[src/hw/rtl/cfot_pkg.sv]
`timescale 1ns / 1ps
`default_nettype none

package cfot_pkg;

    // default geometry of the table
    localparam int DEF_NUM_CARDS      = 8192;
    localparam int DEF_CARD_UNITS_LOG = 6;

    // fixed field widths
    localparam int START_W = 19;
    localparam int END_W   = 20;
    localparam int CARD_W  = 13;
    localparam int NEXT_W  = 14;
    localparam int OBJ_W   = 26;
    localparam int BASE_W  = 45;
    localparam int ENTRY_W = 8;

    // command codes
    localparam logic CMD_RECORD = 1'b0;
    localparam logic CMD_QUERY  = 1'b1;

    typedef enum logic [2:0] {
        ST_IDLE,
        ST_FILL,
        ST_QREAD,
        ST_QFIN,
        ST_DONE
    } t_state;

    typedef struct packed {
        logic [NEXT_W-1:0] next_card;
        logic [OBJ_W-1:0]  first_object;
    } t_result;

endpackage

`default_nettype wire

[src/hw/rtl/cfot_in_if.sv]
`timescale 1ns / 1ps
`default_nettype none

interface cfot_in_if;
    logic        valid;
    logic        ready;
    logic        command;
    logic [18:0] object_start;
    logic [19:0] object_end;
    logic [12:0] card_index;

    modport source (
        output valid, command, object_start, object_end, card_index,
        input  ready
    );
    modport sink (
        input  valid, command, object_start, object_end, card_index,
        output ready
    );
endinterface

`default_nettype wire

[src/hw/rtl/cfot_ctrl.sv]
`timescale 1ns / 1ps
`default_nettype none

module cfot_ctrl
    import cfot_pkg::*;
#(
    parameter int NUM_CARDS      = DEF_NUM_CARDS,
    parameter int CARD_UNITS_LOG = DEF_CARD_UNITS_LOG,
    parameter int CW             = $clog2(DEF_NUM_CARDS)
) (
    input  wire logic               i_clk,
    input  wire logic               i_rst_n,
    cfot_in_if.sink                 i_in,
    input  wire logic [OBJ_W-1:0]   i_base,
    output logic                    o_res_valid,
    output t_result                 o_res,
    input  wire logic               i_res_ready,
    output logic                    o_mem_we,
    output logic                    o_mem_re,
    output logic      [CW-1:0]      o_mem_addr,
    output logic      [ENTRY_W-1:0] o_mem_wdata,
    input  wire logic [ENTRY_W-1:0] i_mem_rdata
);

    localparam int CUR_W = CW + 1;
    localparam int IDX_W = (CUR_W > CARD_W) ? CUR_W : CARD_W;
    localparam int DW    = (CW + CARD_UNITS_LOG > START_W) ? CW + CARD_UNITS_LOG : START_W;
    localparam int CMP_W = (CUR_W + CARD_UNITS_LOG > END_W) ? CUR_W + CARD_UNITS_LOG : END_W;
    localparam int OW    = (CW + CARD_UNITS_LOG > ENTRY_W) ? CW + CARD_UNITS_LOG : ENTRY_W;
    localparam int EXP_W = $clog2(CW + 1);

    t_state             r_state, n_state;
    logic [END_W-1:0]   r_end, n_end;
    logic [CUR_W-1:0]   r_cursor, n_cursor;
    logic [CUR_W-1:0]   r_grp, n_grp;
    logic [CUR_W-1:0]   r_ingrp, n_ingrp;
    logic [EXP_W-1:0]   r_exp, n_exp;
    logic [CW-1:0]      r_idx, n_idx;
    logic [OW-1:0]      r_off, n_off;
    t_result            r_res, n_res;

    logic [IDX_W-1:0]   w_card_ext;
    logic [CW-1:0]      w_card_addr;
    logic               w_card_out;
    logic [DW-1:0]      w_bound;
    logic [DW-1:0]      w_diff;
    logic [ENTRY_W-1:0] w_dist;
    logic               w_fill_go;
    logic [CUR_W-1:0]   w_ingrp_inc;
    logic [ENTRY_W-1:0] w_k;
    logic [CW-1:0]      w_step;
    logic               w_skip_out;
    logic [OW-1:0]      w_qbound;
    logic [OW-1:0]      w_v_ext;

    // record: distance from card boundary back to the object start
    assign w_card_ext  = IDX_W'(i_in.card_index);
    assign w_card_out  = (w_card_ext >= IDX_W'(NUM_CARDS));
    assign w_card_addr = w_card_out ? CW'(NUM_CARDS - 1) : w_card_ext[CW-1:0];
    assign w_bound     = DW'(w_card_addr) << CARD_UNITS_LOG;
    assign w_diff      = (w_bound >= DW'(i_in.object_start))
                       ? w_bound - DW'(i_in.object_start) : '0;
    assign w_dist      = (w_diff > DW'(127)) ? ENTRY_W'(127) : ENTRY_W'(w_diff);

    // fill continues while the cursor card starts inside the object
    assign w_fill_go   = (r_cursor < CUR_W'(NUM_CARDS))
                       && ((CMP_W'(r_cursor) << CARD_UNITS_LOG) < CMP_W'(r_end));
    assign w_ingrp_inc = r_ingrp + CUR_W'(1);

    // query: back-skip code -(k+1) steps back 2^k cards
    assign w_k        = ~i_mem_rdata;
    assign w_step     = CW'(1) << w_k;
    assign w_skip_out = (w_k >= ENTRY_W'(CW)) || (w_step > r_idx);
    assign w_qbound   = OW'(r_idx) << CARD_UNITS_LOG;
    assign w_v_ext    = OW'(i_mem_rdata);

    always_ff @(posedge i_clk) begin
        if (!i_rst_n) begin
            r_state <= ST_IDLE;
        end else begin
            r_state <= n_state;
        end
    end

    always_ff @(posedge i_clk) begin
        r_end    <= n_end;
        r_cursor <= n_cursor;
        r_grp    <= n_grp;
        r_ingrp  <= n_ingrp;
        r_exp    <= n_exp;
        r_idx    <= n_idx;
        r_off    <= n_off;
        r_res    <= n_res;
    end

    always_comb begin
        n_state     = r_state;
        n_end       = r_end;
        n_cursor    = r_cursor;
        n_grp       = r_grp;
        n_ingrp     = r_ingrp;
        n_exp       = r_exp;
        n_idx       = r_idx;
        n_off       = r_off;
        n_res       = r_res;
        o_mem_we    = 1'b0;
        o_mem_re    = 1'b0;
        o_mem_addr  = '0;
        o_mem_wdata = '0;
        o_res_valid = 1'b0;
        i_in.ready  = (r_state == ST_IDLE);

        unique case (r_state)
            ST_IDLE: begin
                if (i_in.valid) begin
                    if (i_in.command == CMD_RECORD) begin
                        n_end = i_in.object_end;
                        if (w_card_out) begin
                            n_res.next_card    = NEXT_W'(i_in.card_index);
                            n_res.first_object = '0;
                            n_state            = ST_DONE;
                        end else begin
                            o_mem_we    = 1'b1;
                            o_mem_addr  = w_card_addr;
                            o_mem_wdata = w_dist;
                            n_cursor    = CUR_W'(w_card_addr) + CUR_W'(1);
                            n_exp       = '0;
                            n_grp       = CUR_W'(1);
                            n_ingrp     = '0;
                            n_state     = ST_FILL;
                        end
                    end else begin
                        // out-of-table query card clamps to the last card
                        o_mem_re   = 1'b1;
                        o_mem_addr = w_card_addr;
                        n_idx      = w_card_addr;
                        n_state    = ST_QREAD;
                    end
                end
            end
            ST_FILL: begin
                if (w_fill_go) begin
                    o_mem_we    = 1'b1;
                    o_mem_addr  = r_cursor[CW-1:0];
                    o_mem_wdata = ~ENTRY_W'(r_exp);
                    n_cursor    = r_cursor + CUR_W'(1);
                    if (w_ingrp_inc == r_grp) begin
                        n_ingrp = '0;
                        n_exp   = r_exp + EXP_W'(1);
                        n_grp   = r_grp << 1;
                    end else begin
                        n_ingrp = w_ingrp_inc;
                    end
                end else begin
                    n_res.next_card    = NEXT_W'(r_cursor);
                    n_res.first_object = '0;
                    n_state            = ST_DONE;
                end
            end
            ST_QREAD: begin
                if (i_mem_rdata[ENTRY_W-1]) begin
                    if (w_skip_out) begin
                        // skip would leave the table below card zero
                        n_res.next_card    = '0;
                        n_res.first_object = i_base;
                        n_state            = ST_DONE;
                    end else begin
                        n_idx      = r_idx - w_step;
                        o_mem_re   = 1'b1;
                        o_mem_addr = r_idx - w_step;
                    end
                end else begin
                    n_off   = (w_qbound >= w_v_ext) ? w_qbound - w_v_ext : '0;
                    n_state = ST_QFIN;
                end
            end
            ST_QFIN: begin
                n_res.next_card    = '0;
                n_res.first_object = i_base + OBJ_W'(r_off);
                n_state            = ST_DONE;
            end
            ST_DONE: begin
                o_res_valid = 1'b1;
                if (i_res_ready) begin
                    n_state = ST_IDLE;
                end
            end
            default: begin
                n_state = ST_IDLE;
            end
        endcase
    end

    assign o_res = r_res;

endmodule

`default_nettype wire
[src/flat_wrapper.sv]
// flat-port wrapper written by rule: the top's interface ports become plain ports
module cfot_ctrl_flat import cfot_pkg::*;
#(
    parameter int NUM_CARDS      = DEF_NUM_CARDS,
    parameter int CARD_UNITS_LOG = DEF_CARD_UNITS_LOG,
    parameter int CW             = $clog2(DEF_NUM_CARDS)
)
  (i_clk, i_rst_n, i_base, o_res_valid, o_res, i_res_ready, o_mem_we, o_mem_re, o_mem_addr, o_mem_wdata, i_mem_rdata, i_in_valid, i_in_command, i_in_object_start, i_in_object_end, i_in_card_index, i_in_ready);
  cfot_in_if i_in_i ();
  input  wire logic i_clk;
  input  wire logic i_rst_n;
  input  wire logic [OBJ_W-1:0] i_base;
  output logic o_res_valid;
  output t_result o_res;
  input  wire logic i_res_ready;
  output logic o_mem_we;
  output logic o_mem_re;
  output logic      [CW-1:0] o_mem_addr;
  output logic      [ENTRY_W-1:0] o_mem_wdata;
  input  wire logic [ENTRY_W-1:0] i_mem_rdata;
  input wire logic [$bits(i_in_i.valid)-1:0] i_in_valid;
  input wire logic [$bits(i_in_i.command)-1:0] i_in_command;
  input wire logic [$bits(i_in_i.object_start)-1:0] i_in_object_start;
  input wire logic [$bits(i_in_i.object_end)-1:0] i_in_object_end;
  input wire logic [$bits(i_in_i.card_index)-1:0] i_in_card_index;
  output wire logic [$bits(i_in_i.ready)-1:0] i_in_ready;
  assign i_in_i.valid = i_in_valid;
  assign i_in_i.command = i_in_command;
  assign i_in_i.object_start = i_in_object_start;
  assign i_in_i.object_end = i_in_object_end;
  assign i_in_i.card_index = i_in_card_index;
  assign i_in_ready = i_in_i.ready;
  cfot_ctrl #(.NUM_CARDS(NUM_CARDS), .CARD_UNITS_LOG(CARD_UNITS_LOG), .CW(CW)) u_core (.i_clk(i_clk), .i_rst_n(i_rst_n), .i_in(i_in_i), .i_base(i_base), .o_res_valid(o_res_valid), .o_res(o_res), .i_res_ready(i_res_ready), .o_mem_we(o_mem_we), .o_mem_re(o_mem_re), .o_mem_addr(o_mem_addr), .o_mem_wdata(o_mem_wdata), .i_mem_rdata(i_mem_rdata));
endmodule
[config.mk]
export PLATFORM = sky130hd
export DESIGN_NAME = cfot_ctrl_flat
export DESIGN_NICKNAME = d
export VERILOG_FILES = /design/src/hw/rtl/cfot_pkg.sv /design/src/hw/rtl/cfot_in_if.sv /design/src/hw/rtl/cfot_ctrl.sv /design/src/flat_wrapper.sv
export SDC_FILE = /design/constraint.sdc
export NUM_CORES = 1
export LEC_CHECK = 0
export BUFFER_PORTS_ARGS = -buffer_cell sky130_fd_sc_hd__buf_4
export CAP_MARGIN = 20
export CORE_UTILIZATION = 35
export CTS_CLUSTER_DIAMETER = 60
export DETAILED_ROUTE_END_ITERATION = 16
export SETUP_SLACK_MARGIN = 0.02
export SYNTH_ARGS = -nofsm -noshare
export SYNTH_HDL_FRONTEND = slang
export SYNTH_SLANG_ARGS = --single-unit
export TNS_END_PERCENT = 1
[constraint.sdc]
create_clock -name i_clk -period 5.3 [get_ports i_clk]
set_input_delay 1.06 -clock i_clk [delete_from_list [all_inputs] [get_ports i_clk]]
set_output_delay 1.06 -clock i_clk [all_outputs]
set_load 0.02 [all_outputs]
; ---- Yosys cells after proc, flatten, opt, wreduce, memory -nomap -nowiden
; Index checks and enable logic that the tools add are counted.
[classes]
n_addsub = 8
order_cmp = 8
eq_ne = 18
n_shift = 1
mux = 69
bitwise_logic = 4
n_reduce_logical = 13
[ops]
columns = operator, count
row1 = two-way mux 40 bit, 6
row2 = two-way mux 14 bit, 14
row3 = one-hot mux 40 bit (4 select lines), 1
row4 = two-way mux 13 bit, 11
row5 = one-hot mux 14 bit (2 select lines), 3
row6 = two-way mux 8 bit, 5
row7 = one-hot mux 13 bit (3 select lines), 1
row8 = "adder 14 x 1 -> 14 bit, second input constant", 2
row9 = adder 26 x 19 -> 26 bit, 1
row10 = one-hot mux 13 bit (2 select lines), 1
row11 = two-way mux 3 bit, 7
row12 = < comparator 20 bit, 1
row13 = two-way mux 4 bit, 5
row14 = greater-or-equal comparator 19 bit, 1
row15 = greater-or-equal comparator 19 x 8 -> 1 bit, 1
row16 = "greater-than comparator 19 x 7 -> 1 bit, second input constant", 1
row17 = two-way mux 19 bit, 1
row18 = subtractor 19 bit, 1
row19 = subtractor 19 x 8 -> 19 bit, 1
row20 = "inequality test 2 bit, second input constant", 8
row21 = one-hot mux 8 bit (2 select lines), 1
row22 = one-hot mux 3 bit (5 select lines), 1
row23 = "adder 13 x 1 -> 14 bit, second input constant", 1
row24 = equality test 14 bit, 1
row25 = other kinds (29), 45
[word_totals]
regBits = 141
out_inout_bits = 65

; ---- Depth between registers and ports, before layout
; Gate-level depths: netlist of run 1.
[logic_depth]
depth_word = 10
ltp_mapped = 14
ltp_nobuf = 14

; ---- Least setup slack after synthesis of run 1
; No wires, ideal clock.
[synth_timing]
path_kind = input to output
from = in i_mem_rdata[5]
to = out o_mem_addr[10]
t_arrival_ps = 3654
setup_slack_ps = 586
cell_stages = 14
path_buffers = 0
cell_sequence = nand3_1 > nor3_1 > and2_1 > ha_1 > inv_1 > fa_1 > a21oi_1 > o211ai_1 > a31oi_1 > nor2_1 > o21ai_0 > nand2b_1 > xnor2_1 > o21ai_0
[synth_between]
elab_chain_len = 7
elab_cells_between_ends = 9
classes_between = add/sub (1) / order compare (2) / shift (1) / mux (3) / bitwise (1) / reduce/logical (1)
[synth_rtl]
columns = item, line_no
row1 = start: declaration, flat_wrapper.sv:20  ; input wire logic [ENTRY_W-1:0] i_mem_rdata;
row2 = inverter 8 bit *, cfot_ctrl.sv:71  ; assign w_k = ~i_mem_rdata;
row3 = left shift 1 x 8 -> 13 bit, cfot_ctrl.sv:72  ; assign w_step = CW'(1) << w_k;
row4 = greater-than comparator 13 bit, cfot_ctrl.sv:73  ; assign w_skip_out = (w_k >= ENTRY_W'(CW)) || (w_step > r_idx);
row5 = logical OR 1 bit, cfot_ctrl.sv:73
row6 = two-way mux 13 bit *, cfot_ctrl.sv:162  ; if (w_skip_out) begin
row7 = two-way mux 13 bit *, cfot_ctrl.sv:161  ; if (i_mem_rdata[ENTRY_W-1]) begin
row8 = one-hot mux 13 bit (3 select lines) *, cfot_ctrl.sv:113  ; unique case (r_state)
row9 = end: declaration, flat_wrapper.sv:18  ; output logic [CW-1:0] o_mem_addr;
; Every way passes the cells marked *; elsewhere a longest branch is shown, timed or not.

; ---- Worst setup path after layout of run 1
[layout_timing]
from = in i_in_object_start[0]
to = out o_mem_wdata[5]
[layout_between]
elab_chain_len = 8
elab_cells_between_ends = 9
classes_between = add/sub (1) / order compare (2) / mux (6)
[layout_rtl]
columns = item, line_no
row1 = start: declaration, flat_wrapper.sv:23  ; input wire logic [$bits(i_in_i.object_start)-1:0] i_in_object_start;
row2 = subtractor 19 bit or greater-or-equal comparator 19 bit (tied branches), "cfot_ctrl.sv:62, cfot_ctrl.sv:61"
row3 = two-way mux 19 bit *, cfot_ctrl.sv:62  ; ? w_bound - DW'(i_in.object_start) : '0;
row4 = greater-than comparator 19 x 7 -> 1 bit, cfot_ctrl.sv:63  ; assign w_dist = (w_diff > DW'(127)) ? ENTRY_W'(127) : ENTRY_W'(w_diff);
row5 = two-way mux 8 bit *, cfot_ctrl.sv:63
row6 = two-way mux 8 bit *, cfot_ctrl.sv:118  ; if (w_card_out) begin
row7 = two-way mux 8 bit *, cfot_ctrl.sv:116  ; if (i_in.command == CMD_RECORD) begin
row8 = two-way mux 8 bit *, cfot_ctrl.sv:115  ; if (i_in.valid) begin
row9 = one-hot mux 8 bit (2 select lines) *, cfot_ctrl.sv:113
row10 = end: declaration, flat_wrapper.sv:19  ; output logic [ENTRY_W-1:0] o_mem_wdata;
; Marked as above.

==> flow_summary.ini, run 1 <==
[worst_setup_path]
arrival_time_reported_for_the_critical_path_endpoint_ns = 4.07
cp_max_fo = 7
timing.rr.end = u_core.r_grp[1]$_SDFFCE_PN0P_
timing.setup.critical_path_class = in -> out
worst_setup_path_start_kind = input port
r2r.worst_path.cells = 12
r2r_start = u_core.r_cursor[8]$_DFFE_PP_
setup.worst_path.end_class = output port
critical_path_required_ns = 4.24
crit_path_start = i_in_object_start[0]
timing.reg2reg.setup_slack_ns = 1.49

[placement]
post_dp_cell_area_sq_um = 11400
detailedPlacementHpwl_microns = 20000
finalWeightedCongestion = 0.898
place_ws_ns = 0.0857
buffer_ports.inserted = 155

[floorplan]
top_level_ports = 156
die_h_microns = 169
placementRows = 60
die_area_sq_um = 28500
die_w_microns = 169
start_util_pct = 35.9
core_region_area_sq_um = 27100

[layout]
fillCellCount = 2608
finalNetCount = 1326
finish.instance_area_sq_um = 12000
final_layout_size_suffix_gt1_share_pct = 20.2
syn2layout_area_growth_pct = 23.4

[synthesis]
synthTopCellsByCount = edfxtp_1, nand2_1, nor2_1
synthDominantCellAreaShare_pct = 42.6
main_area_contributors_after_synthesis = edfxtp_1, ha_1, nand2_1
synth_seq_cells = 141
synth_most_common_cell = edfxtp_1
syn-num-nets = 1158
syn_area_per_cell_sq_um = 9.76
synth_edf_count = 138
synth_area_sq_um = 9730
top_cell_type_by_total_area_after_synthesis = edfxtp_1
netlist-cell-type-count = 82
async_reset_ff_share_pct = 0
ys_dominant_reg_cell = edfxtp_1
synth_cells = 997
seq_area_frac_synth_pct = 43.2
yosysWarnings = 0

[min_path]
class_of_the_tightest_hold_or_removal_check = reg -> reg
min_to = u_core.r_grp[2]$_SDFFCE_PN0P_
holdPathStages = 1
timing.hold.worst.start = u_core.r_grp[1]$_SDFFCE_PN0P_

[drt]
remaining_drc_errors = 0
num_vias = 8103
wl_per_cell_microns = 16.7
drt_first_pass_iters = 5
drtAntennaViolNets = 0
dr.first_iter.drc_count = 607
viasPerCell = 5.22
drt-total-wl_microns = 25900

[clock_network]
clkTransAtPathRegs_ns = 0.06
cts_sinks = 141
postCtsSetupBuffers = 0
cts-htree-levels = 4
cts_max_path_buffers = 2
cts_buffers = 17
tritoncts = done
cts_root_buf = clkbuf_16
clock_latency_ns = 0.42

[global_routing]
globalRouteTotalUtil_pct = 18.4
pin_count_of_the_biggest_net_entering_global_routing = 44
first_pass_grt_wire_length_microns = 40900
number_of_antenna_violations_at_the_first_check_in_global_routing = 1
grt_pass1_vias = 7714
grt-ovfl-total = 0

[timing]
fmaxAchievable_mhz = 195
holdWs_ns = 0.575
final_max_slew_viol_count = 0
timing.final.crit_period_ns = 5.13
unrepaired_setup_endpoints_after_global_routing = true
hold_violations = 0
final.setup.tns_ns = 0
worstMarginPinSlew_ns = 1.01
finalWorstSetupSlack_ns = 0.171
final.period_utilization_pct = 96.8
relSlewSlack_pct = 32.5
clock-skew-final_ns = 0.0133
finalSetupViolations = 0

[pwr]
total_leakage_power_uw = 0.00481
powerDensity_nw_per_um2 = 306
ir_drop_mv = 0.143

[run_status]
status = finished clean

[run]
maxCapViolCount = 0
[area by class of cell]
| type | instances | area [sq um] | area share, % |
|---|---|---|---|
| Clock buffer | 18 | 429 | 3.57 |
| Tap cell | 372 | 465 | 3.88 |
| Antenna cell | 1 | 2.50 | 0.0208 |
| Clock inverter | 14 | 121 | 1.01 |
| Timing Repair Buffer | 176 | 1340 | 11.1 |
| Inverter | 62 | 233 | 1.94 |
| Sequential cell | 141 | 4200 | 35.0 |
| Multi-Input combinational cell | 767 | 5210 | 43.4 |
[routing by layer]
metal | part of all wire, % | wire length (microns) | global-route usage, % | up-vias
met2 | 46 | 12000 | 30.2 | 303
met3 | 6.1 | 1590 | 3.39 | 32
met4 | 2.0 | 512 | 6.13 | 0
li1 | - | - | - | 4007
met1 | 46 | 11800 | 24.4 | 3761
met5 | 0 | 0 | 0 | -
[timing repair]
| item | in CTS | in global routing |
|---|---|---|
| hold buffers | 0 | 0 |
| setup endpoints to repair | 0 | 10 |
| gates resized for setup | 0 | 8 |
[stage by stage]
| step | instances | power, uW | util, % |
|---|---|---|---|
| global route | 1551 | 3860 | 44.3 |
| finish | 1551 | 3670 | 44.3 |
| floorplan | 997 | 2160 | - |
| detailed placement | 1517 | 2550 | 42.1 |
| global placement | 1517 | 2550 | 42.1 |
| CTS | 1549 | 3690 | 44.1 |
[registers in the layout, indices dropped and copies added, names as in the netlist]
register and cells:
u_core.o_res 40, u_core.r_end 20, u_core.r_off 19, u_core.r_cursor 14, u_core.r_grp 14, u_core.r_ingrp 14
u_core.r_idx 13, u_core.r_exp 4, u_core.r_state 3
[placed cells by master (no fill, tap or decap), types with 5 or more instances in the layout]
cell	count
o22ai_1	7
and3_1	11
or3_1	10
or2_2	5
a22o_1	7
xnor2_1	46
xor2_1	35
a211oi_1	6
o21ai_0	45
nand2_1	109
nand4_1	6
o221ai_1	5
a22oi_1	8
edfxtp_1	138
ha_1	68
a21oi_1	55
mux2i_1	20
inv_1	60
nor3_1	43
a31oi_1	12
clkbuf_16	17
nor2b_1	14
nand3_1	35
and2_1	18
a21o_1	16
buf_4	174
nand2b_1	10
o211ai_1	6
nor2_1	75
or4_1	5
o21a_1	9
o31ai_1	5
[how the worst max path moves through the flow]
| stage | endpoint | cells past startpoint | slack, ns |
|---|---|---|---|
| 6_report | o_mem_wdata[5] | 12 | 0.17 |
| 5_1_grt | o_mem_addr[12] | 16 | 0.006 |
| 4_1_cts | o_mem_addr[10] | 16 | 0.06 |
| 3_5_place_dp | o_mem_addr[10] | 16 | 0.09 |
| 3_3_place_gp | o_mem_addr[12] | 16 | 0.15 |
| 2_1_floorplan | o_mem_addr[10] | 14 | 0.59 |
[worst max-delay path, cell delays in order]
cell and delay (ns):
buf_4 0.11, inv_1 0.08, ha_1 0.21, or4b_4 0.53, o31ai_1 0.34, xnor2_1 0.18
o2111ai_1 0.16, a2111oi_2 0.36, nand4_1 0.19, nor4_4 0.47, a41oi_1 0.19, buf_4 0.19
[power breakdown]
part | switching (uW) | internal, uW | total (uW)
registers | 77.2 | 1390 | 1470
logic | 645 | 428 | 1070
clock network | 484 | 644 | 1130
[cells by family (layout without fill, tap and decap cells)]
family                     Yosys count  in the layout  share of synthesized area (%)
buffers and inverters               89            270                           3.61
other                                0              1                              0
adders and majority gates           70             70                           9.16
xor gates and xnor gates            81             81                           7.29
and+or+nand+nor                    371            371                           19.0
AOI/OAI and AO/OA                  224            224                           15.5
DFF                                141            141                           43.2
muxes                               21             21                           2.17
Note: power is estimated with default switching activity, not from simulation.
==> run 2: changes to the inputs <==
--- a/config.mk
+++ b/config.mk
@@ -10,6 +10,7 @@
 export CORE_UTILIZATION = 35
 export CTS_CLUSTER_DIAMETER = 60
 export DETAILED_ROUTE_END_ITERATION = 16
+export PLACE_DENSITY = 0.54
 export SETUP_SLACK_MARGIN = 0.02
 export SYNTH_ARGS = -nofsm -noshare
 export SYNTH_HDL_FRONTEND = slang
==> flow_summary.ini, run 2 (synthesis results as in run 1) <==
[run_status]
status = finished clean

[worst_setup_path]
timing.rr.end = u_core.r_exp[1]$_SDFFCE_PN0P_
crit_path_start = i_in_object_start[0]
r2r.worst_path.cells = 11
worst_setup_path_start_kind = input port
arrival_time_reported_for_the_critical_path_endpoint_ns = 4.08
r2r_start = u_core.r_cursor[7]$_DFFE_PP_
timing.critical_path.to = o_mem_wdata[5]
cp_max_fo = 7
timing.setup.critical_path_class = in -> out
timing.reg2reg.setup_slack_ns = 1.65
critical_path_required_ns = 4.24
setup.worst_path.end_class = output port

[placement]
detailedPlacementHpwl_microns = 20300
numPlacedInstances = 1513
buffer_ports.inserted = 155
finalWeightedCongestion = 0.877
post_dp_cell_area_sq_um = 11400

[timing]
finalSetupViolations = 0
clock-skew-final_ns = 0.00997
final.period_utilization_pct = 97.1
final.setup.tns_ns = 0
relSlewSlack_pct = 27.7
fmaxAchievable_mhz = 194
timing.final.crit_period_ns = 5.14
worstMarginPinSlew_ns = 1.08
final_max_slew_viol_count = 0
unrepaired_setup_endpoints_after_global_routing = true
hold_violations = 0

[drt]
drt-total-wl_microns = 26200
wl_met1_microns = 12000
viasPerCell = 5.15
num_vias = 7956
dr.first_iter.drc_count = 447
wl_per_cell_microns = 17.0
top_layer_reached_by_signal_wires = met4
drt_first_pass_iters = 6
met3RoutedLength_microns = 1460
met2_wirelength_microns = 12400
remaining_drc_errors = 0
drtAntennaViolNets = 0

[global_routing]
grt-ovfl-total = 0
number_of_antenna_violations_at_the_first_check_in_global_routing = 0
pin_count_of_the_biggest_net_entering_global_routing = 43
globalRouteTotalUtil_pct = 18.8
first_pass_grt_wire_length_microns = 41400
grt_pass1_vias = 7826

[floorplan]
start_util_pct = 35.9
placementRows = 60
die_area_sq_um = 28500
die_h_microns = 169
die_w_microns = 169
top_level_ports = 156
core_region_area_sq_um = 27100

[layout]
fillCellCount = 2625
multi_input_area_sq_um = 5180
n_diodes = 0
largest_reg_flops = 40
final_layout_size_suffix_gt1_share_pct = 19.8
finish.cell_count_without_fillers = 1545
most-common-layout-cells = buf_4, edfxtp_1, nand2_1
finish.instance_area_sq_um = 12000
syn2layout_area_growth_pct = 23.1
finalNetCount = 1321
mostFrequentLayoutCell = buf_4
seqCellArea_sq_um = 4200

[clock_network]
cts-htree-levels = 4
cts_root_buf = clkbuf_16
cts_sinks = 141
postCtsSetupBuffers = 0
cts_max_path_buffers = 2
cts_buffers = 17
tritoncts = done
clkTransAtPathRegs_ns = 0.07
clock_latency_ns = 0.42

[pwr]
net-switching-power_uw = 1260
switching_share_pct = 33.6
pwr-share-comb_pct = 28.6
power.total_uw = 3740
total_leakage_power_uw = 0.00481
clkPwrFrac_pct = 32.3
powerDensity_nw_per_um2 = 313
p_seq_share_pct = 39.2
internal_power_contribution_uw = 2490
ir_drop_mv = 0.176

[min_path]
class_of_the_tightest_hold_or_removal_check = reg -> reg

[run]
maxCapViolCount = 0
## run 2: worst max-delay path: stages
cell and delay [ns]:
buf_4 0.11, inv_1 0.08, ha_1 0.20, or4b_4 0.52, o31ai_1 0.31, xnor2_1 0.15
o2111ai_1 0.15, a2111oi_2 0.35, nand4_1 0.21, nor4_4 0.54, a41oi_1 0.19, buf_4 0.19
## run 2: through the flow
| stage | utilization (%) | setup slack (ns) | hold WS [ns] |
|---|---|---|---|
| finish | 44.2 | 0.156 | 0.584 |
| global placement | 42.0 | 0.271 | 0.558 |
| CTS | 44.2 | 0.178 | 0.582 |
| global route | 44.2 | 0.00351 | 0.612 |
| floorplan | - | 0.586 | 0.546 |
| detailed placement | 42.0 | 0.189 | 0.567 |
## run 2: final cells by class
class                      count  area share, %
multi-input combinational    767           43.3
sequential                   141           35.1
timing repair buffer         171           10.8
tap                          372           3.89
clock buffer                  17           3.55
inverter                      62           1.94
clock inverter                15           1.39
## run 2: repair_timing
item | CTS | global route
hold buffers | 0 | 0
setup endpoints to repair | 0 | 5
gates resized for setup | 0 | 1
## run 2: per-layer routing
layer  up-vias  track usage (%)
met1      3708             24.0
met4         0             4.66
met5         -                0
li1       4013                -
met2       212             32.1
met3        23             4.02
## run 2: worst min path at each step
stage	from	end	slack (ns)	depth (start not counted)
final	u_core.r_grp[8]$_SDFFCE_PN0P_	u_core.r_grp[9]$_SDFFCE_PN0P_	0.58	1
after global routing	u_core.r_grp[8]$_SDFFCE_PN0P_	u_core.r_grp[9]$_SDFFCE_PN0P_	0.61	1
after CTS	u_core.r_grp[8]$_SDFFCE_PN0P_	u_core.r_grp[9]$_SDFFCE_PN0P_	0.58	1
after detailed placement	u_core.r_grp[8]$_SDFFCE_PN0P_	u_core.r_grp[9]$_SDFFCE_PN0P_	0.57	1
after global placement	u_core.r_grp[8]$_SDFFCE_PN0P_	u_core.r_grp[9]$_SDFFCE_PN0P_	0.56	1
after floorplan	u_core.r_grp[0]$_SDFFCE_PN1P_	u_core.r_grp[1]$_SDFFCE_PN0P_	0.55	1
## run 2: power by group through the flow
stage	clock [uW]	combinational, uW	sequential, uW
floorplan	0	646	1520
global placement	0	1070	1490
detailed placement	0	1070	1490
CTS	1230	1080	1470
global route	1280	1180	1480
finish	1210	1070	1470
==> run 3: changes to the inputs <==
--- a/config.mk
+++ b/config.mk
@@ -7,12 +7,14 @@
 export LEC_CHECK = 0
 export BUFFER_PORTS_ARGS = -buffer_cell sky130_fd_sc_hd__buf_4
 export CAP_MARGIN = 20
+export CELL_PAD_IN_SITES_DETAIL_PLACEMENT = 0
+export CELL_PAD_IN_SITES_GLOBAL_PLACEMENT = 1
 export CORE_UTILIZATION = 35
 export CTS_CLUSTER_DIAMETER = 60
 export DETAILED_ROUTE_END_ITERATION = 16
-export PLACE_DENSITY = 0.54
+export PLACE_DENSITY = 0.66
 export SETUP_SLACK_MARGIN = 0.02
 export SYNTH_ARGS = -nofsm -noshare
 export SYNTH_HDL_FRONTEND = slang
 export SYNTH_SLANG_ARGS = --single-unit
-export TNS_END_PERCENT = 1
+export TNS_END_PERCENT = 5
==> flow_summary.ini, run 3 (synthesis results as in run 1) <==
[layout]
n_diodes = 0
final_layout_size_suffix_gt1_share_pct = 20.3
largest_reg_flops = 40
mostFrequentLayoutCell = buf_4
fillCellCount = 2660
most-common-layout-cells = buf_4, edfxtp_1, nand2_1
finalNetCount = 1325
syn2layout_area_growth_pct = 23.5

[worst_setup_path]
critPathTopFamily = compound AO/OA/AOI/OAI gates
cp_max_fo = 14
crit_path_top_delay_cell = ha_1
critPathBufInv = 5
timing.setup.critical_path_class = in -> out
crit_chain = buf_4 > nand3_1 > nor3_1 > buf_4 > nand2_1 > ha_1 > and3_1 > and3_1 > o211ai_1 > a31oi_1 > o311a_1 > o21ai_0 > buf_4 > o21ai_1 > buf_4 > buf_4
arrival_time_reported_for_the_critical_path_endpoint_ns = 3.98
critical_path.max_stage_delay_ns = 0.34
worst_path_most_repeated_cell = buf_4
critical_path_required_ns = 4.24
worst_setup_path_start_kind = input port
setup.worst_path.end_class = output port

[timing]
clock-skew-final_ns = 0.00932
holdWs_ns = 0.584
final.setup.tns_ns = 0
final_max_slew_viol_count = 0
hold_violations = 0
final.period_utilization_pct = 95.0
unrepaired_setup_endpoints_after_global_routing = false
finalSetupViolations = 0
fmaxAchievable_mhz = 199
timing.final.crit_period_ns = 5.04
worstMarginPinSlew_ns = 1.10
relSlewSlack_pct = 26.7

[drt]
num_vias = 7903
drt_first_pass_iters = 5
drt-total-wl_microns = 26400
remaining_drc_errors = 0
drtAntennaViolNets = 0
wl_per_cell_microns = 17.0
viasPerCell = 5.10
dr.first_iter.drc_count = 508

[global_routing]
global_route.usage.met1_pct = 26.2
grt_most_used_layer = met2
grt_pass1_vias = 7589
grt_util_met2_pct = 30.3
grt-ovfl-total = 0
first_pass_grt_wire_length_microns = 41400
met3_usage_pct = 3.44
pin_count_of_the_biggest_net_entering_global_routing = 43
globalRouteTotalUtil_pct = 18.8
number_of_antenna_violations_at_the_first_check_in_global_routing = 0

[run_status]
status = finished clean

[clock_network]
clock_latency_ns = 0.43
tritoncts = done
cts_buffers = 17
cts_max_path_buffers = 2
postCtsHoldBufs = 0
cts_root_buf = clkbuf_16
postCtsSetupBuffers = 0
cts_sinks = 141
cts-htree-levels = 4
post_cts_resize_count = 0
clkTransAtPathRegs_ns = 0.07

[floorplan]
core_region_area_sq_um = 27100
die_h_microns = 169
placementRows = 60
top_level_ports = 156
start_util_pct = 35.9
die_w_microns = 169
die_area_sq_um = 28500

[pwr]
ir_drop_mv = 0.180
powerDensity_nw_per_um2 = 310
total_leakage_power_uw = 0.00482

[placement]
detailedPlacementHpwl_microns = 20400
buffer_ports.inserted = 155
finalWeightedCongestion = 0.872

[min_path]
class_of_the_tightest_hold_or_removal_check = reg -> reg

[run]
maxCapViolCount = 0
-- run 3: per-layer routing --
layer	routed length [microns]	vias to the layer above
met5	0	-
met4	278	0
met3	1340	19
met2	12200	218
met1	12600	3652
li1	-	4014
-- run 3: layout make-up --
type	count	area [sq um]	share of cell area (%)
clock buffers	17	425	3.54
clock inverters	15	154	1.28
inverters	62	233	1.94
multi-input cells	767	5200	43.3
flip-flops and latches	141	4200	35.0
well taps	372	465	3.88
repair buffers	175	1330	11.0
-- run 3: worst paths after layout --
check	cells past startpoint	start	slack, ns	endpoint
max	16	i_mem_rdata[5]	0.26	o_mem_addr[10]
min	1	u_core.r_grp[4]$_SDFFCE_PN0P_	0.58	u_core.r_grp[5]$_SDFFCE_PN0P_
max reg2reg	11	u_core.r_cursor[5]$_DFFE_PP_	1.62	u_core.r_grp[8]$_SDFFCE_PN0P_
min reg2reg	1	u_core.r_grp[4]$_SDFFCE_PN0P_	0.58	u_core.r_grp[5]$_SDFFCE_PN0P_
-- run 3: power breakdown --
part	internal (uW)	total [uW]	switching (uW)
sequential	1390	1470	77.3
clock	662	1180	516
combinational	427	1070	645
total	2480	3720	1240
-- run 3: metrics by stage --
stage	cell area (sq um)	cells	setup WS, ns	power, uW	util, %
detailed placement	11400	1517	0.192	2560	42.1
CTS	12000	1549	0.178	3750	44.2
global placement	11400	1517	0.242	2560	42.1
finish	12000	1549	0.264	3720	44.3
global route	12000	1549	0.0273	3910	44.3
floorplan	9730	997	0.586	2160	-
